<file path="config.mk">
export PLATFORM = sky130hd
export DESIGN_NAME = modular_exponentiation
export DESIGN_NICKNAME = d
export VERILOG_FILES = /design/src/modexp_pkg.sv /design/src/modexp_mulmod.sv /design/src/modexp_dp.sv /design/src/modexp_ctrl.sv /design/src/modular_exponentiation.sv
export SDC_FILE = /design/constraint.sdc
export NUM_CORES = 1
export LEC_CHECK = 0
export ABC_AREA = 0
export BUFFER_PORTS_ARGS = -buffer_cell sky130_fd_sc_hd__buf_4
export CORE_MARGIN = 2
export CORE_UTILIZATION = 40
export CTS_CLUSTER_SIZE = 14
export DETAILED_ROUTE_END_ITERATION = 6
export PLACE_DENSITY = 0.67
export SLEW_MARGIN = 5
export SYNTH_ARGS = -nofsm -noshare
export SYNTH_HDL_FRONTEND = slang
export SYNTH_SLANG_ARGS = --single-unit
</file>
<file path="constraint.sdc">
create_clock -name clk -period 14.75 [get_ports clk]
set_clock_uncertainty 0.05 [all_clocks]
set_input_delay 0.7375 -clock clk [delete_from_list [all_inputs] [get_ports clk]]
set_output_delay 0.7375 -clock clk [all_outputs]
set_load 0.1 [all_outputs]
</file>
<file path="src/modexp_pkg.sv">
// ----------------------------------------------------------------------------
// modexp_pkg
// Shared types and constants of the modular exponentiation block: register
// indexes, multiplier operand selects, and controller/datapath interfaces.
// ----------------------------------------------------------------------------
`default_nettype none

package modexp_pkg;

  // default operand width
  localparam int WIDTH_DEF = 32;

  // configuration register index
  localparam int CFG_IDX_W = 2;
  localparam logic [CFG_IDX_W-1:0] CFG_MODULUS      = 2'd0;
  localparam logic [CFG_IDX_W-1:0] CFG_PUBLIC_EXP   = 2'd1;
  localparam logic [CFG_IDX_W-1:0] CFG_PRIVATE_EXP  = 2'd2;

  // operand pair handed to the modular multiplier
  typedef enum logic [1:0] {
    MSEL_REDUCE = 2'd0,  // 1 * base: reduces the base
    MSEL_MULT   = 2'd1,  // acc * running base
    MSEL_SQUARE = 2'd2   // running base * running base
  } msel_t;

  // controller -> datapath
  typedef struct packed {
    logic  load;       // capture input word and selected exponent
    logic  mul_start;  // launch modular multiply
    msel_t mul_sel;
    logic  wb_base;    // multiplier result -> running base
    logic  wb_acc;     // multiplier result -> accumulator
    logic  shift_e;    // drop exponent low bit
    logic  res_load;   // accumulator -> output register
  } me_cmd_t;

  // datapath -> controller
  typedef struct packed {
    logic m_zero;
    logic e_zero;
    logic e_hi_zero;
    logic e_lsb;
    logic mm_busy;
    logic mm_done;
  } me_stat_t;

endpackage

`default_nettype wire

</file>
<file path="src/modexp_mulmod.sv">
// ----------------------------------------------------------------------------
// modexp_mulmod
// Bit-serial modular multiplier: (a * b) mod m, scanning b from its top bit,
// one double-and-add step with reduction per cycle, WIDTH steps per product.
// ----------------------------------------------------------------------------
`default_nettype none

module modexp_mulmod #(
  parameter int WIDTH = modexp_pkg::WIDTH_DEF
) (
  input  wire logic             clk,
  input  wire logic             rst_n,
  input  wire logic             start,
  input  wire logic [WIDTH-1:0] op_a,     // a < m, or a == 1
  input  wire logic [WIDTH-1:0] op_b,
  input  wire logic [WIDTH-1:0] modulus,
  output logic                  busy,
  output logic                  done,     // one-cycle pulse, result valid
  output logic      [WIDTH-1:0] result
);

  import modexp_pkg::*;

  localparam int CW = $clog2(WIDTH);
  localparam logic [CW-1:0] LAST = CW'(WIDTH - 1);

  logic [WIDTH-1:0] acc_r, acc_nxt;
  logic [WIDTH-1:0] a_r;
  logic [WIDTH-1:0] b_r;
  logic [CW-1:0]    cnt_r;
  logic             busy_r;
  logic             done_r;

  logic [WIDTH+1:0] sum;
  logic [WIDTH+1:0] m1;
  logic [WIDTH+1:0] m2;

  // 2*acc + bit*a stays below 3m; subtract m or 2m as needed
  always_comb begin
    m1  = {2'b00, modulus};
    m2  = {1'b0, modulus, 1'b0};
    sum = {1'b0, acc_r, 1'b0} + (b_r[WIDTH-1] ? {2'b00, a_r} : '0);
    if (sum >= m2) begin
      acc_nxt = WIDTH'(sum - m2);
    end else if (sum >= m1) begin
      acc_nxt = WIDTH'(sum - m1);
    end else begin
      acc_nxt = WIDTH'(sum);
    end
  end

  // control
  always_ff @(posedge clk) begin
    if (!rst_n) begin
      busy_r <= 1'b0;
      done_r <= 1'b0;
      cnt_r  <= '0;
    end else begin
      done_r <= 1'b0;
      if (start) begin
        busy_r <= 1'b1;
        cnt_r  <= '0;
      end else if (busy_r) begin
        cnt_r <= cnt_r + 1'b1;
        if (cnt_r == LAST) begin
          busy_r <= 1'b0;
          done_r <= 1'b1;
        end
      end
    end
  end

  // operands and accumulator
  always_ff @(posedge clk) begin
    if (start) begin
      acc_r <= '0;
      a_r   <= op_a;
      b_r   <= op_b;
    end else if (busy_r) begin
      acc_r <= acc_nxt;
      b_r   <= {b_r[WIDTH-2:0], 1'b0};
    end
  end

  assign busy   = busy_r;
  assign done   = done_r;
  assign result = acc_r;

endmodule

`default_nettype wire

</file>
<file path="src/modexp_dp.sv">
// ----------------------------------------------------------------------------
// modexp_dp
// Datapath: configuration registers, exponent shifter, running base,
// accumulator, output register and the shared modular multiplier.
// ----------------------------------------------------------------------------
`default_nettype none

module modexp_dp #(
  parameter int WIDTH = modexp_pkg::WIDTH_DEF
) (
  input  wire logic                                clk,
  input  wire logic                                rst_n,
  input  wire logic                                cfg_we,
  input  wire logic [modexp_pkg::CFG_IDX_W-1:0]    cfg_index,
  input  wire logic [WIDTH-1:0]                    cfg_data,
  input  wire logic                                in_mode,
  input  wire logic [WIDTH-1:0]                    in_base,
  input  wire modexp_pkg::me_cmd_t                 cmd,
  output modexp_pkg::me_stat_t                     stat,
  output logic      [WIDTH-1:0]                    out_power_result
);

  import modexp_pkg::*;

  logic [WIDTH-1:0] modulus_r;
  logic [WIDTH-1:0] pub_exp_r;
  logic [WIDTH-1:0] priv_exp_r;
  logic [WIDTH-1:0] base_r;
  logic [WIDTH-1:0] bv_r;
  logic [WIDTH-1:0] acc_r;
  logic [WIDTH-1:0] e_r;
  logic [WIDTH-1:0] res_r;

  logic [WIDTH-1:0] exp_sel;
  logic [WIDTH-1:0] acc_init;
  logic [WIDTH-1:0] op_a;
  logic [WIDTH-1:0] op_b;
  logic             mm_busy;
  logic             mm_done;
  logic [WIDTH-1:0] mm_result;

  // configuration registers
  always_ff @(posedge clk) begin
    if (!rst_n) begin
      modulus_r  <= WIDTH'(1);
      pub_exp_r  <= WIDTH'(1);
      priv_exp_r <= WIDTH'(1);
    end else if (cfg_we) begin
      unique case (cfg_index)
        CFG_MODULUS:     modulus_r  <= cfg_data;
        CFG_PUBLIC_EXP:  pub_exp_r  <= cfg_data;
        CFG_PRIVATE_EXP: priv_exp_r <= cfg_data;
        default: ;  // unmapped index: ignored
      endcase
    end
  end

  // exponent select and accumulator start value
  // zero modulus gives 0, zero exponent gives 1 unreduced, else 1 mod m
  always_comb begin
    exp_sel = in_mode ? priv_exp_r : pub_exp_r;
    if (modulus_r == '0) begin
      acc_init = '0;
    end else if (exp_sel == '0) begin
      acc_init = WIDTH'(1);
    end else if (modulus_r == WIDTH'(1)) begin
      acc_init = '0;
    end else begin
      acc_init = WIDTH'(1);
    end
  end

  // multiplier operand mux
  always_comb begin
    case (cmd.mul_sel)
      MSEL_REDUCE: begin
        op_a = WIDTH'(1);
        op_b = base_r;
      end
      MSEL_MULT: begin
        op_a = acc_r;
        op_b = bv_r;
      end
      MSEL_SQUARE: begin
        op_a = bv_r;
        op_b = bv_r;
      end
      default: begin
        op_a = bv_r;
        op_b = bv_r;
      end
    endcase
  end

  modexp_mulmod #(
    .WIDTH (WIDTH)
  ) u_mulmod (
    .clk     (clk),
    .rst_n   (rst_n),
    .start   (cmd.mul_start),
    .op_a    (op_a),
    .op_b    (op_b),
    .modulus (modulus_r),
    .busy    (mm_busy),
    .done    (mm_done),
    .result  (mm_result)
  );

  // working registers
  always_ff @(posedge clk) begin
    if (cmd.load) begin
      base_r <= in_base;
      e_r    <= exp_sel;
    end else if (cmd.shift_e) begin
      e_r <= {1'b0, e_r[WIDTH-1:1]};
    end

    if (cmd.load) begin
      acc_r <= acc_init;
    end else if (cmd.wb_acc) begin
      acc_r <= mm_result;
    end

    if (cmd.wb_base) begin
      bv_r <= mm_result;
    end

    if (cmd.res_load) begin
      res_r <= acc_r;
    end
  end

  // status
  always_comb begin
    stat.m_zero    = (modulus_r == '0);
    stat.e_zero    = (e_r == '0);
    stat.e_hi_zero = (e_r[WIDTH-1:1] == '0);
    stat.e_lsb     = e_r[0];
    stat.mm_busy   = mm_busy;
    stat.mm_done   = mm_done;
  end

  assign out_power_result = res_r;

endmodule

`default_nettype wire

</file>
<file path="src/modexp_ctrl.sv">
// ----------------------------------------------------------------------------
// modexp_ctrl
// Controller: sequences base reduction and the square-and-multiply scan,
// and owns the input ready and output valid handshake.
// ----------------------------------------------------------------------------
`default_nettype none

module modexp_ctrl (
  input  wire logic                 clk,
  input  wire logic                 rst_n,
  input  wire logic                 in_valid,
  output logic                      in_ready,
  output logic                      out_valid,
  input  wire logic                 out_ready,
  output modexp_pkg::me_cmd_t       cmd,
  input  wire modexp_pkg::me_stat_t stat
);

  import modexp_pkg::*;

  typedef enum logic [6:0] {
    S_IDLE   = 7'b0000001,
    S_CHECK  = 7'b0000010,
    S_RED    = 7'b0000100,
    S_STEP   = 7'b0001000,
    S_MUL    = 7'b0010000,
    S_SQR    = 7'b0100000,
    S_FINISH = 7'b1000000
  } state_t;

  state_t state_r, state_nxt;
  logic   out_valid_r;
  logic   slot_free;

  assign slot_free = !out_valid_r || out_ready;

  // next state and commands
  always_comb begin
    state_nxt = state_r;
    cmd       = '0;
    cmd.mul_sel = MSEL_REDUCE;
    unique case (state_r)
      S_IDLE: begin
        if (in_valid) begin
          cmd.load  = 1'b1;
          state_nxt = S_CHECK;
        end
      end
      S_CHECK: begin
        if (stat.m_zero || stat.e_zero) begin
          state_nxt = S_FINISH;
        end else begin
          cmd.mul_start = 1'b1;
          cmd.mul_sel   = MSEL_REDUCE;
          state_nxt     = S_RED;
        end
      end
      S_RED: begin
        if (stat.mm_done) begin
          cmd.wb_base = 1'b1;
          state_nxt   = S_STEP;
        end
      end
      S_STEP: begin
        if (stat.e_zero) begin
          state_nxt = S_FINISH;
        end else if (stat.e_lsb) begin
          cmd.mul_start = 1'b1;
          cmd.mul_sel   = MSEL_MULT;
          state_nxt     = S_MUL;
        end else begin
          cmd.mul_start = 1'b1;
          cmd.mul_sel   = MSEL_SQUARE;
          state_nxt     = S_SQR;
        end
      end
      S_MUL: begin
        if (stat.mm_done) begin
          cmd.wb_acc = 1'b1;
          if (stat.e_hi_zero) begin
            // last exponent bit: the final square is not needed
            cmd.shift_e = 1'b1;
            state_nxt   = S_STEP;
          end else begin
            cmd.mul_start = 1'b1;
            cmd.mul_sel   = MSEL_SQUARE;
            state_nxt     = S_SQR;
          end
        end
      end
      S_SQR: begin
        if (stat.mm_done) begin
          cmd.wb_base = 1'b1;
          cmd.shift_e = 1'b1;
          state_nxt   = S_STEP;
        end
      end
      S_FINISH: begin
        if (slot_free) begin
          cmd.res_load = 1'b1;
          state_nxt    = S_IDLE;
        end
      end
      default: state_nxt = S_IDLE;
    endcase
  end

  always_ff @(posedge clk) begin
    if (!rst_n) begin
      state_r     <= S_IDLE;
      out_valid_r <= 1'b0;
    end else begin
      state_r <= state_nxt;
      if (cmd.res_load) begin
        out_valid_r <= 1'b1;
      end else if (out_ready) begin
        out_valid_r <= 1'b0;
      end
    end
  end

  assign in_ready  = (state_r == S_IDLE);
  assign out_valid = out_valid_r;

  // checks
  a_start_idle_mm: assert property (@(posedge clk) disable iff (!rst_n)
    cmd.mul_start |-> !stat.mm_busy)
    else $error("multiply launched while multiplier busy");

  a_res_slot_free: assert property (@(posedge clk) disable iff (!rst_n)
    cmd.res_load |-> slot_free)
    else $error("result overwrote an untaken word");

  a_done_in_wait: assert property (@(posedge clk) disable iff (!rst_n)
    stat.mm_done |-> (state_r == S_RED || state_r == S_MUL || state_r == S_SQR))
    else $error("multiplier done outside a wait state");

  a_accept_check: assert property (@(posedge clk) disable iff (!rst_n)
    (in_valid && in_ready) |=> (state_r == S_CHECK))
    else $error("accepted word not followed by check");

endmodule

`default_nettype wire

</file>
<file path="src/modular_exponentiation.sv">
// ----------------------------------------------------------------------------
// modular_exponentiation
// base ** exponent mod modulus by right-to-left square-and-multiply; mode
// picks the public or private exponent from the configuration registers.
// ----------------------------------------------------------------------------
//  channel  handshake              payload
//  -------  ---------------------  ---------------------------------------
//  in       in_valid / in_ready    in_mode, in_base[WIDTH-1:0]
//  out      out_valid / out_ready  out_power_result[WIDTH-1:0]
//  cfg      cfg_we                 cfg_index[1:0], cfg_data[WIDTH-1:0]
//
//  One word at a time. Each modular product runs in the one shared
//  bit-serial multiplier; an item needs L + k products for an exponent of
//  bit length L with k set bits: one base reduction, L - 1 squares and k
//  multiplies.
//  Zero exponent or zero modulus: done with no modular product.
//  Reset is synchronous, active low; it sets all three registers to 1.
//  A waiting result is held in the output register while the next word is
//  taken; a finished word waits in the accumulator until the output register is free.
// ----------------------------------------------------------------------------
`default_nettype none

module modular_exponentiation #(
  parameter int WIDTH = modexp_pkg::WIDTH_DEF
) (
  input  wire logic                             clk,
  input  wire logic                             rst_n,
  // configuration
  input  wire logic                             cfg_we,
  input  wire logic [modexp_pkg::CFG_IDX_W-1:0] cfg_index,
  input  wire logic [WIDTH-1:0]                 cfg_data,
  // input words
  input  wire logic                             in_valid,
  output logic                                  in_ready,
  input  wire logic                             in_mode,
  input  wire logic [WIDTH-1:0]                 in_base,
  // result words
  output logic                                  out_valid,
  input  wire logic                             out_ready,
  output logic      [WIDTH-1:0]                 out_power_result
);

  import modexp_pkg::*;

  me_cmd_t  cmd;
  me_stat_t stat;

  modexp_ctrl u_ctrl (
    .clk       (clk),
    .rst_n     (rst_n),
    .in_valid  (in_valid),
    .in_ready  (in_ready),
    .out_valid (out_valid),
    .out_ready (out_ready),
    .cmd       (cmd),
    .stat      (stat)
  );

  modexp_dp #(
    .WIDTH (WIDTH)
  ) u_dp (
    .clk              (clk),
    .rst_n            (rst_n),
    .cfg_we           (cfg_we),
    .cfg_index        (cfg_index),
    .cfg_data         (cfg_data),
    .in_mode          (in_mode),
    .in_base          (in_base),
    .cmd              (cmd),
    .stat             (stat),
    .out_power_result (out_power_result)
  );

endmodule

`default_nettype wire

</file>
==> run_summary.xml <==
<?xml version="1.0" encoding="UTF-8"?>
<metrics>
  <group name="routing">
    <metric name="via_count" unit="">15800</metric>
    <metric name="postRouteWirelength" unit="microns">54400</metric>
    <metric name="drcViolationCount" unit="">0</metric>
    <metric name="remaining_antenna_violation_count" unit="">0</metric>
    <metric name="detail_route.vias_per_cell" unit="">5.60</metric>
    <metric name="drt_iter0_drc" unit="">1339</metric>
    <metric name="routed_wire_length_per_instance" unit="microns">19.3</metric>
    <metric name="detail_route.first_pass.iterations" unit="">5</metric>
  </group>
  <group name="min_path">
    <metric name="whs_path_depth" unit="">1</metric>
    <metric name="kind_of_path_behind_the_tightest_hold_check" unit="">in2reg</metric>
    <metric name="hold_end" unit="">u_dp.base_r[22]$_DFFE_PP_</metric>
    <metric name="worstHoldStart" unit="">in_base[22]</metric>
  </group>
  <group name="yosys">
    <metric name="synth_area_per_cell" unit="sq um">9.66</metric>
    <metric name="gate_count_after_technology_mapping" unit="">2053</metric>
    <metric name="netlist_top_cells_area" unit="">sky130_fd_sc_hd__edfxtp_1 (34%), sky130_fd_sc_hd__dfxtp_1 (14%), sky130_fd_sc_hd__nand2_1 (6.4%)</metric>
    <metric name="synth_enable_flop_cells" unit="">224</metric>
    <metric name="cell_type_with_the_highest_aggregate_area_in_the_netlist" unit="">sky130_fd_sc_hd__edfxtp_1</metric>
    <metric name="postSynth.asyncResetShare" unit="%">0</metric>
    <metric name="yosys.cell_count.top_type" unit="">sky130_fd_sc_hd__nand2_1</metric>
    <metric name="synth_top_cell_area_share" unit="%">33.9</metric>
    <metric name="ys_warn_count" unit="">0</metric>
    <metric name="post_syn_nets" unit="">2225</metric>
    <metric name="mappedNetlistArea" unit="sq mm">0.0198</metric>
    <metric name="synth_ff_type" unit="">sky130_fd_sc_hd__edfxtp_1</metric>
    <metric name="synth_sequential_area_ratio" unit="%">48.3</metric>
    <metric name="distinct_cells_synth" unit="">86</metric>
    <metric name="synth_top_cells_by_count" unit="">sky130_fd_sc_hd__nand2_1 (337), sky130_fd_sc_hd__edfxtp_1 (224), sky130_fd_sc_hd__a21oi_1 (182)</metric>
    <metric name="synth-seq-cells" unit="">367</metric>
  </group>
  <group name="placed_design">
    <metric name="place_worst_setup_slack" unit="ns">7.47</metric>
    <metric name="dpl.hpwl" unit="microns">39400</metric>
    <metric name="numPortBuffers" unit="">105</metric>
    <metric name="gp_routability_congestion" unit="">0.923</metric>
  </group>
  <group name="global_routing">
    <metric name="grt_start_max_net_pins" unit="">98</metric>
    <metric name="congestion_overflow_gr" unit="">0</metric>
    <metric name="grt_first_pass_wirelength" unit="microns">86000</metric>
    <metric name="antenna_found_initial" unit="">0</metric>
    <metric name="first_global_vias" unit="">15400</metric>
    <metric name="grtUsageTotal" unit="%">21.2</metric>
  </group>
  <group name="clocking">
    <metric name="cts-resized-gates" unit="">0</metric>
    <metric name="htree_num_levels" unit="">2</metric>
    <metric name="cts_tree" unit="">built</metric>
    <metric name="postCtsHoldBufs" unit="">0</metric>
    <metric name="clock_tree.root_cell" unit="">sky130_fd_sc_hd__clkbuf_16</metric>
    <metric name="clk_latency" unit="ns">0.61</metric>
    <metric name="cts.sink_count" unit="">367</metric>
    <metric name="clock_tree.buffer_depth" unit="">3</metric>
    <metric name="cts_setup_buffers" unit="">0</metric>
    <metric name="tritoncts.num_buffers" unit="">41</metric>
    <metric name="worst_setup_hold_path_clk_slew" unit="ns">0.06</metric>
  </group>
  <group name="power_and_ir_drop">
    <metric name="irDropWorstVdd" unit="mV">0.151</metric>
    <metric name="power-per-cell-area" unit="mW/mm^2">238</metric>
    <metric name="p_leak" unit="nW">8.24</metric>
  </group>
  <group name="setup_path">
    <metric name="critical_path.cell_chain" unit="">and2_1 &gt; ha_1 &gt; inv_1 &gt; fa_1 &gt; nand2b_1 &gt; a211oi_1 &gt; o21a_1 &gt; o22ai_1 &gt; o21ai_0 &gt; nor2_1 &gt; o31ai_1 &gt; a21oi_1 &gt; xnor2_1 &gt; ha_1 &gt; a21o_1 &gt; a21oi_1 &gt; o221ai_1 &gt; a221oi_1 &gt; o211ai_1 &gt; buf_4 &gt; nor2_1 &gt; nand3_1 &gt; a311oi_1 &gt; a211o_1</metric>
    <metric name="rr_worst_depth" unit="">24</metric>
    <metric name="setup.worst_path.start_class" unit="">flop</metric>
    <metric name="r2r-start" unit="">u_dp.u_mulmod.b_r[31]$_DFFE_PP_</metric>
    <metric name="critical_path_required" unit="ns">15.19</metric>
    <metric name="crit_type" unit="">reg2reg</metric>
    <metric name="critical_path.max_fanout" unit="">32</metric>
    <metric name="cp_slowest_stage_delay" unit="ns">0.84</metric>
    <metric name="worst_setup_path_end_kind" unit="">flop</metric>
    <metric name="critical-path-top-delay-family" unit="">compound AO/OA/AOI/OAI gates</metric>
    <metric name="crit_slowest_cell" unit="">sky130_fd_sc_hd__edfxtp_1</metric>
    <metric name="worst_ep_arrival_time" unit="ns">7.78</metric>
    <metric name="regToRegSetupSlack" unit="ns">7.41</metric>
    <metric name="endpoint_of_the_worst_register_to_register_path" unit="">u_dp.u_mulmod.result[27]$_SDFFE_PP0P_</metric>
    <metric name="cp_num_buf_inv" unit="">2</metric>
  </group>
  <group name="cells_and_area">
    <metric name="growth_of_design_area_from_synthesis_to_finish" unit="%">14.5</metric>
    <metric name="antenna-diode-count" unit="">0</metric>
    <metric name="layout.core_utilization" unit="%">46.4</metric>
    <metric name="finalNetCount" unit="">2293</metric>
    <metric name="fraction_of_final_layout_cells_sized_beyond_drive_strength_1" unit="%">10.6</metric>
  </group>
  <group name="timing">
    <metric name="period_needed" unit="ns">7.34</metric>
    <metric name="max_freq" unit="MHz">136</metric>
    <metric name="finalSetupViolCount" unit="">0</metric>
    <metric name="finalWorstSetupSlack" unit="ns">7.41</metric>
    <metric name="timing.final.hold_violations" unit="">0</metric>
    <metric name="slew_headroom" unit="%">23.1</metric>
    <metric name="worstMarginPinSlew" unit="ns">1.15</metric>
    <metric name="setup-tns-final" unit="ns">0</metric>
    <metric name="post-route-period-util" unit="%">49.8</metric>
    <metric name="rsz0062_at_grt" unit="">false</metric>
    <metric name="maxSlewViolCount" unit="">0</metric>
  </group>
  <group name="die">
    <metric name="die_w" unit="microns">227</metric>
    <metric name="num_io_pins" unit="">106</metric>
    <metric name="initial_core_util" unit="%">40.5</metric>
    <metric name="dieArea" unit="sq mm">0.0514</metric>
    <metric name="std_cell_rows" unit="">81</metric>
    <metric name="die_h" unit="microns">227</metric>
    <metric name="design.core.area" unit="sq mm">0.0490</metric>
  </group>
  <group name="job">
    <metric name="drv.max_cap_violation_count" unit="">0</metric>
  </group>
  <group name="outcome">
    <metric name="run_status" unit="">finished, final reports clean</metric>
  </group>
</metrics>
==> logic make-up (layout without fill, tap and decap cells) <==
logic type,count (synthesis),in the layout,synth area share (%)
buffers and inverters,172,273,3.44
adders and majority gates,100,100,6.42
DFF,367,367,48.3
muxes,86,86,4.39
xor gates and xnor gates,77,77,3.40
AOI/OAI and AO/OA,568,568,17.9
and+or+nand+nor,683,683,16.1
==> how the worst max path moves through the flow <==
stage               depth (start not counted)                                    end                            start
global route                               22  u_dp.u_mulmod.result[27]$_SDFFE_PP0P_  u_dp.u_mulmod.b_r[31]$_DFFE_PP_
global placement                           24  u_dp.u_mulmod.result[27]$_SDFFE_PP0P_  u_dp.u_mulmod.b_r[31]$_DFFE_PP_
finish                                     24  u_dp.u_mulmod.result[27]$_SDFFE_PP0P_  u_dp.u_mulmod.b_r[31]$_DFFE_PP_
floorplan                                  22  u_dp.u_mulmod.result[22]$_SDFFE_PP0P_  u_dp.u_mulmod.b_r[31]$_DFFE_PP_
CTS                                        22  u_dp.u_mulmod.result[27]$_SDFFE_PP0P_  u_dp.u_mulmod.b_r[31]$_DFFE_PP_
detailed placement                         22  u_dp.u_mulmod.result[27]$_SDFFE_PP0P_  u_dp.u_mulmod.b_r[31]$_DFFE_PP_
==> metal layers <==
layer	vias up	part of all wire [%]	GRT usage [%]	wire (microns)
met5	-	0	0	0
met1	7601	47	29.9	25500
li1	7615	-	-	-
met4	0	2.9	6.98	1570
met3	97	5.5	3.15	2990
met2	467	45	33.2	24400
==> cell usage in the layout, fill, tap and decap left out, types with 28 or more instances in the layout <==
cell type and count:
sky130_fd_sc_hd__dfxtp_1 142, sky130_fd_sc_hd__nor4_1 29, sky130_fd_sc_hd__xnor2_1 52, sky130_fd_sc_hd__a21o_1 28, sky130_fd_sc_hd__clkbuf_16 41, sky130_fd_sc_hd__mux2i_1 78
sky130_fd_sc_hd__a22o_1 32, sky130_fd_sc_hd__edfxtp_1 224, sky130_fd_sc_hd__ha_1 97, sky130_fd_sc_hd__o21ai_0 158, sky130_fd_sc_hd__inv_1 71, sky130_fd_sc_hd__a21oi_1 182
sky130_fd_sc_hd__nand2_1 336, sky130_fd_sc_hd__nand3_1 33, sky130_fd_sc_hd__and2_1 67, sky130_fd_sc_hd__buf_4 125, sky130_fd_sc_hd__nor2_1 93
==> metrics by stage <==
step	hold slack, ns	power (mW)	instance area, sq um	instances
6_report	0.283	5.40	22700	2818
5_1_grt	0.250	5.77	22700	2818
4_1_cts	0.253	5.37	22700	2818
3_5_place_dp	0.384	4.25	21200	2742
3_3_place_gp	0.386	4.24	21200	2742
2_1_floorplan	0.356	3.52	19800	2053
==> flip-flops by register name, indices dropped and copies added (netlist names) <==
register	flops
u_ctrl.out_valid	1
u_ctrl.state_r	7
u_dp.acc_r	32
u_dp.base_r	32
u_dp.bv_r	32
u_dp.e_r	32
u_dp.modulus_r	32
u_dp.out_power_result	32
u_dp.priv_exp_r	32
u_dp.pub_exp_r	32
u_dp.u_mulmod.a_r	32
u_dp.u_mulmod.b_r	32
u_dp.u_mulmod.busy	1
u_dp.u_mulmod.cnt_r	5
u_dp.u_mulmod.done	1
u_dp.u_mulmod.result	32
==> where the power goes <==
group	switching (mW)	leakage, nW	internal [mW]
sequential	0.0872	3.22	1.21
clock	0.444	0.691	0.660
combinational	1.84	4.33	1.16
total	2.37	8.24	3.03
==> worst reg2reg max path, stage by stage (launching register included) <==
cell and delay, ns:
sky130_fd_sc_hd__edfxtp_1 0.84, sky130_fd_sc_hd__and2_1 0.25, sky130_fd_sc_hd__ha_1 0.19, sky130_fd_sc_hd__inv_1 0.06, sky130_fd_sc_hd__fa_1 0.39, sky130_fd_sc_hd__nand2b_1 0.18, sky130_fd_sc_hd__a211oi_1 0.31, sky130_fd_sc_hd__o21a_1 0.27
sky130_fd_sc_hd__o22ai_1 0.12, sky130_fd_sc_hd__o21ai_0 0.27, sky130_fd_sc_hd__nor2_1 0.08, sky130_fd_sc_hd__o31ai_1 0.24, sky130_fd_sc_hd__a21oi_1 0.12, sky130_fd_sc_hd__xnor2_1 0.52, sky130_fd_sc_hd__ha_1 0.43, sky130_fd_sc_hd__a21o_1 0.21
sky130_fd_sc_hd__a21oi_1 0.20, sky130_fd_sc_hd__o221ai_1 0.17, sky130_fd_sc_hd__a221oi_1 0.35, sky130_fd_sc_hd__o211ai_1 0.14, sky130_fd_sc_hd__buf_4 0.24, sky130_fd_sc_hd__nor2_1 0.71, sky130_fd_sc_hd__nand3_1 0.27, sky130_fd_sc_hd__a311oi_1 0.47
sky130_fd_sc_hd__a211o_1 0.18
==> area by class of cell <==
cell class	instances	area (sq um)
fill	4561	26200
multi-input combinational	1514	9620
sequential	367	9590
clock buffer	51	1090
timing repair buffer	125	938
tap	664	831
clock inverter	25	380
inverter	72	270
Note: power is estimated with default switching activity, not from simulation.
